==> config.mk <==
export PLATFORM = sky130hd
export DESIGN_NAME = cbq_gain
export DESIGN_NICKNAME = d
export VERILOG_FILES = /design/src/hdl/cbq_pkg.sv /design/src/hdl/cbq_gain.sv
export SDC_FILE = /design/constraint.sdc
export NUM_CORES = 2
export LEC_CHECK = 0
export BUFFER_PORTS_ARGS = -buffer_cell sky130_fd_sc_hd__buf_4
export CAP_MARGIN = 10
export CORE_MARGIN = 2
export CORE_UTILIZATION = 45
export CTS_CLUSTER_DIAMETER = 120
export DETAILED_ROUTE_END_ITERATION = 8
export HOLD_SLACK_MARGIN = 0.12
export SYNTH_ARGS = -nofsm -noshare
export SYNTH_HDL_FRONTEND = slang
export SYNTH_SLANG_ARGS = --single-unit
==> constraint.sdc <==
create_clock -name i_clk -period 8.95 [get_ports i_clk]
set_input_delay 1.79 -clock i_clk [delete_from_list [all_inputs] [get_ports i_clk]]
set_output_delay 1.79 -clock i_clk [all_outputs]
set_load 0.01 [all_outputs]
==> src/hdl/cbq_pkg.sv <==
// Shared types, widths and arithmetic helpers for the cascaded biquad filter core.
// Used by cbq_cell, cbq_gain and cascaded_biquad_iir_filter_core; no dependencies.
`default_nettype none

package cbq_pkg;

    localparam int SECTIONS_DEF = 8;
    localparam int SAMPLE_W     = 16;
    localparam int COEF_W       = 24;
    localparam int DATA_W       = 32;
    localparam int PROD_W       = 56;
    localparam int ACC_W        = 58;
    localparam int RND_SH       = 20;
    localparam int CIDX_W       = 8;
    localparam int NSEC_W       = 5;
    localparam int SUSED_W      = 4;
    localparam int CFG_IDX_W    = 2;
    localparam int COEFS_PER_SECT = 5;

    // Coefficient slots inside one section.
    localparam int K_A1 = 0;
    localparam int K_A2 = 1;
    localparam int K_B0 = 2;
    localparam int K_B1 = 3;
    localparam int K_B2 = 4;

    localparam logic signed [COEF_W-1:0] GAIN_RESET    = 24'sd1048576;
    localparam logic [SUSED_W-1:0]       SECTIONS_RESET = 4'd1;

    typedef enum logic [CFG_IDX_W-1:0] {
        REG_GAIN     = 2'd0,
        REG_SECTIONS = 2'd1
    } t_reg_idx;

    // Sample moving along the chain of sections.
    typedef struct packed {
        logic                     vld;
        logic                     sat;
        logic signed [DATA_W-1:0] val;
    } t_tok;

    // Coefficient write broadcast to every section.
    typedef struct packed {
        logic                     vld;
        logic [CIDX_W-1:0]        idx;
        logic signed [COEF_W-1:0] val;
    } t_cw;

    typedef struct packed {
        logic                       vld;
        logic                       sat;
        logic signed [SAMPLE_W-1:0] val;
    } t_res;

    typedef struct packed {
        logic                     sat;
        logic signed [DATA_W-1:0] val;
    } t_rs32;

    // Round half up at bit RND_SH, floor shift, then saturate to DATA_W bits.
    function automatic t_rs32 rnd_sat32(input logic signed [ACC_W-1:0] a);
        logic signed [ACC_W-1:0]        t;
        logic signed [ACC_W-RND_SH-1:0] q;
        t_rs32                          r;
        t = a + (ACC_W'(1) <<< (RND_SH - 1));
        q = t[ACC_W-1:RND_SH];
        if ((&q[ACC_W-RND_SH-1:DATA_W-1]) || !(|q[ACC_W-RND_SH-1:DATA_W-1])) begin
            r.sat = 1'b0;
            r.val = q[DATA_W-1:0];
        end else begin
            r.sat = 1'b1;
            r.val = q[ACC_W-RND_SH-1] ? {1'b1, {(DATA_W-1){1'b0}}}
                                      : {1'b0, {(DATA_W-1){1'b1}}};
        end
        return r;
    endfunction

endpackage

`default_nettype wire

==> src/hdl/cbq_gain.sv <==
// Output stage: multiplies the last section's output by the overall gain,
// rounds and saturates to a 16-bit sample. Depends on cbq_pkg.
`default_nettype none

module cbq_gain
    import cbq_pkg::*;
(
    input  wire logic                     i_clk,
    input  wire logic                     i_rst_n,
    input  wire t_tok                     i_tok,
    input  wire logic signed [COEF_W-1:0] i_gain,
    output t_res                          o_res
);

    localparam int Q_W = PROD_W - RND_SH;

    logic signed [PROD_W-1:0]   r_prod;
    logic                       r_psat;
    logic                       r_pv;
    logic                       r_ov;
    logic                       r_osat;
    logic signed [SAMPLE_W-1:0] r_oval;

    logic signed [PROD_W-1:0]   rnd;
    logic signed [Q_W-1:0]      q;
    logic                       q_ovf;
    logic signed [SAMPLE_W-1:0] q_sat;

    always_comb begin
        rnd   = r_prod + (PROD_W'(1) <<< (RND_SH - 1));
        q     = rnd[PROD_W-1:RND_SH];
        q_ovf = !((&q[Q_W-1:SAMPLE_W-1]) || !(|q[Q_W-1:SAMPLE_W-1]));
        if (q_ovf) begin
            q_sat = q[Q_W-1] ? {1'b1, {(SAMPLE_W-1){1'b0}}}
                             : {1'b0, {(SAMPLE_W-1){1'b1}}};
        end else begin
            q_sat = q[SAMPLE_W-1:0];
        end
    end

    always_ff @(posedge i_clk) begin
        if (!i_rst_n) begin
            r_pv <= 1'b0;
            r_ov <= 1'b0;
        end else begin
            r_pv <= i_tok.vld;
            r_ov <= r_pv;
        end
    end

    always_ff @(posedge i_clk) begin
        if (i_tok.vld) begin
            r_prod <= PROD_W'($signed(i_tok.val)) * PROD_W'(i_gain);
            r_psat <= i_tok.sat;
        end
        if (r_pv) begin
            r_oval <= q_sat;
            r_osat <= r_psat | q_ovf;
        end
    end

    assign o_res.vld = r_ov;
    assign o_res.sat = r_osat;
    assign o_res.val = r_oval;

endmodule

`default_nettype wire

Word level (Yosys, flattened, before mapping)
Cells that the tools add are included.

cells by class
  reductions and logical operators = 5
  add/sub/neg operators = 1
  multiplexer cells = 2
  bitwise logic cells = 1
  multiply operators = 1

operator list
  operator                                         count
  adder 56 x 21 -> 56 bit (second input constant)  1
  multiplier 32 x 24 -> 56 bit                     1
  two-way mux 16 bit                               2
  AND reduction 21 bit                             1
  OR reduction 21 bit                              1
  zero test 1 bit                                  2
  logical OR 1 bit                                 1
  bitwise OR 1 bit                                 1

word-level totals
  flip-flop bits (word level) = 76
  output and inout port bits = 18

Logic depth before layout (Yosys ltp)
  word-level depth = 6
  depth in mapped cells = 27
  mapped depth without buffers = 26

Worst setup path after synthesis
Ideal clock, no wire load.

  kind = input -> register
  start point = input i_gain[0]
  end point = register r_prod[55] (data pin)
  stages on the path = 20
  buffers on the path = 1
  path slack = 0.680 ns
  arrival = 8.010 ns
  cells stage by stage = clkbuf_1 and2_1 fa_1 fa_1 inv_1 fa_1 inv_1 fa_1 fa_1 fa_1 fa_1 ha_1 nor2b_1 o21ai_0 o21ai_0 or3_1 a21oi_1 a31oi_1 o221ai_1 xnor2_1

between the ends
  cells in the longest elaborated chain, start to end = 1

RTL lines
  what                          RTL line        RTL
  start: declaration            cbq_gain.sv:11  input wire logic signed [COEF_W-1:0] i_gain,
  multiplier 32 x 24 -> 56 bit  cbq_gain.sv:53  r_prod <= PROD_W'($signed(i_tok.val)) * PROD_W'(i_gain);
  end signal: assignment        cbq_gain.sv:53
  end: declaration              cbq_gain.sv:17  logic signed [PROD_W-1:0] r_prod;

No other way between the ends.
A chain may end at the register's enable or synchronous reset.

Worst setup path after layout
  start point = input i_gain[3]
  end point = register r_prod[55] (data pin)

The elaborated chain is that of the path after synthesis.

==> summary.md <==
| Metric | Value |
|---|---|
| Largest net degree at the start of global routing | 40 |
| Async S/R FF share, synth | 0% |
| Worst Hold Depth | 1 |
| Area leader, netlist | fa_1 |
| Count leader, synth | fa_1 |
| Commonest cells in the netlist | 782 x fa_1, 771 x inv_1, 401 x nand2_1 |
| Final min period | 8.60 ns |
| P&R area growth vs syn | 6.58% |
| WS Path Type | primary input to flip-flop |
| Post-DP HPWL | 63400 um |
| DRT Pass-1 Iters | 5 |
| Clk sinks | 57 |
| Synth Flop Type | edfxtp_1 |
| Final period util | 96.1% |
| CTS tree | built |
| Sequential area share after synthesis | 5.84% |
| Cells after Synth | 3028 |
| GPL Wtd Cong | 0.902 |
| Detailed Route WL | 75900 um |
| Initial core utilization | 45.3% |
| FILL cells | 6116 |
| Htree depth | 3 |
| Post-synthesis register bit count | 57 |
| RSZ-0062 raised after global routing | no |
| CP startpoint kind | primary input |
| Nets@finish | 4025 |
| Mapped Area | 29000 um^2 |
| Io pins | 78 |
| Iter 0 DRT Violations | 887 |
| Final TNS setup | 0 ns |
| Avg Inst Size Synth | 9.57 um^2 |
| Antenna violations before repair | 2 |
| Layout Skew | 0.00526 ns |
| Data arrival, critical path | 8.66 ns |
| Max cap viols | 0 |
| Synth top area share | 54.0% |
| Port Buffer Count | 77 |
| Multi-input logic area | 23800 um^2 |
| Vias in the first global route | 23200 |
| Gr usage total | 24.2% |
| Post-route ant nets | 0 |
| Share of layout cells above drive strength 1 | 6.42% |
| Diode count | 0 |
| DRC viols | 0 |
| Post-synth EDFFs | 55 |
| Overflow after GRT | 0 |
| Distinct cells, synth | 74 |
| Vias | 19900 |
| Run status | completed |
| R2R depth | 10 |
| Num CTS Buffers | 9 |
| Worst-path fanout max | 10 |
| Die Span X | 258 um |
| Seq. cell area | 1690 um^2 |
| F_max | 0.116 GHz |
| Clk root buf | clkbuf_16 |
| Top post-synthesis cells by area | fa_1 54%, inv_1 10%, and2_1 7.9%, ha_1 6.3%, edfxtp_1 5.7% |
| Worst skew pair latency | 0.32 ns |
| Worst Hold Class | flip-flop to flip-flop |
| Final hold violations | 0 |
| Post-synthesis net count | 4017 |
| Die area | 66400 um^2 |
| Vias/cell | 5.12 |
| Die height | 258 um |
| Ys Warns | 0 |
| Clk slew on worst S/H paths | 0.05 ns |
| Cell Rows | 93 |
| CTS max path bufs | 2 |
| Finish-stage setup viols | 0 |
| Core area | 64000 um^2 |
| Slew margin rel. | 29.5% |
| Worst Tran Pin Value | 1.04 ns |
| Slew Limit Fails | 0 |
| Crit path capture type | flip-flop |
| Wire length per cell | 19.5 um |
| First-pass GRT wire length | 126000 um |
| WP data required | 9.01 ns |
[what timing repair did]
item	CTS	global route
gates resized for setup	0	7
hold buffers	0	0
buffers inserted	0	0
setup endpoints to repair	0	8
[final timing paths]
check	start	to	slack, ns
max	i_gain[3]	r_prod[55]	0.35
min	r_psat	r_osat	0.50
max reg2reg	r_prod[21]	r_oval[1]	5.52
min reg2reg	r_psat	r_osat	0.50
[metrics by stage]
stage / hold WS [ns] / area [um^2] / setup slack, ns / util, % / instances
after floorplan: 0.476 / 29000 / 0.680 / - / 3028
after global placement: 0.491 / 30600 / 0.0152 / 47.8 / 3880
after detailed placement: 0.494 / 30600 / -0.0669 / 47.8 / 3880
after CTS: 0.506 / 30900 / 0.280 / 48.2 / 3894
after global routing: 0.538 / 30900 / 0.0108 / 48.3 / 3894
final: 0.501 / 30900 / 0.349 / 48.3 / 3894
[state kept, by name (all words and copies together), names as in the netlist]
register and flops:
r_pv 1, r_ov 1, r_prod 37, r_oval 16
r_psat 1, r_osat 1
[placed cells by master, fill, tap and decap left out, drive strengths merged, types with 19 or more instances in the layout]
master,n
a21o,19
a21oi,30
and2,366
buf,139
edfxtp,55
fa,782
ha,147
inv,771
nand2,403
nand3,25
nor2,28
nor2b,30
o21ai,40
xnor2,46
xor2,20
[per-layer routing]
metal	up-vias	routed length (um)	global-route usage, %
met5	-	13	0
met4	2	2770	7.76
met3	133	3940	3.33
met2	559	38600	43.6
met1	10500	30600	30.2
li1	8732	-	-
[worst max-delay path, stage by stage]
cell and delay (ns):
buf_4 0.17, buf_12 0.16, buf_12 0.13, nand2_1 0.15
inv_1 0.12, fa_1 0.55, fa_1 0.50, inv_1 0.05
fa_1 0.50, fa_1 0.53, inv_1 0.06, fa_1 0.50
fa_1 0.50, inv_1 0.05, fa_1 0.52, inv_1 0.10
ha_1 0.37, a21o_1 0.21, a211oi_2 0.24, nand2_1 0.07
o21ai_0 0.11, nor4_1 0.08, or3_1 0.35, a21oi_1 0.21
buf_4 0.18, a31oi_1 0.14, o221ai_1 0.23, xnor2_1 0.10
[final cells by class]
type / count / area share (%)
multi-input combinational: 2058 / 77.2
inverter: 771 / 9.37
sequential: 57 / 5.48
timing repair buffer: 139 / 3.52
tap: 855 / 3.46
clock buffer: 9 / 0.729
clock inverter: 5 / 0.235
[cells by family after synthesis]
kind of cell,synth area share (%)
AND/OR/NAND/NOR,16.4
multiplexers,0.237
XOR/XNOR,2.00
adder cells (fa/ha/maj),60.4
AO/OA/AOI/OAI,3.19
flip-flops,5.84
buffers and inverters,11.9
Power is not shown: default switching activity piles up to over one toggle a cycle in this logic, so the estimate is an artifact.
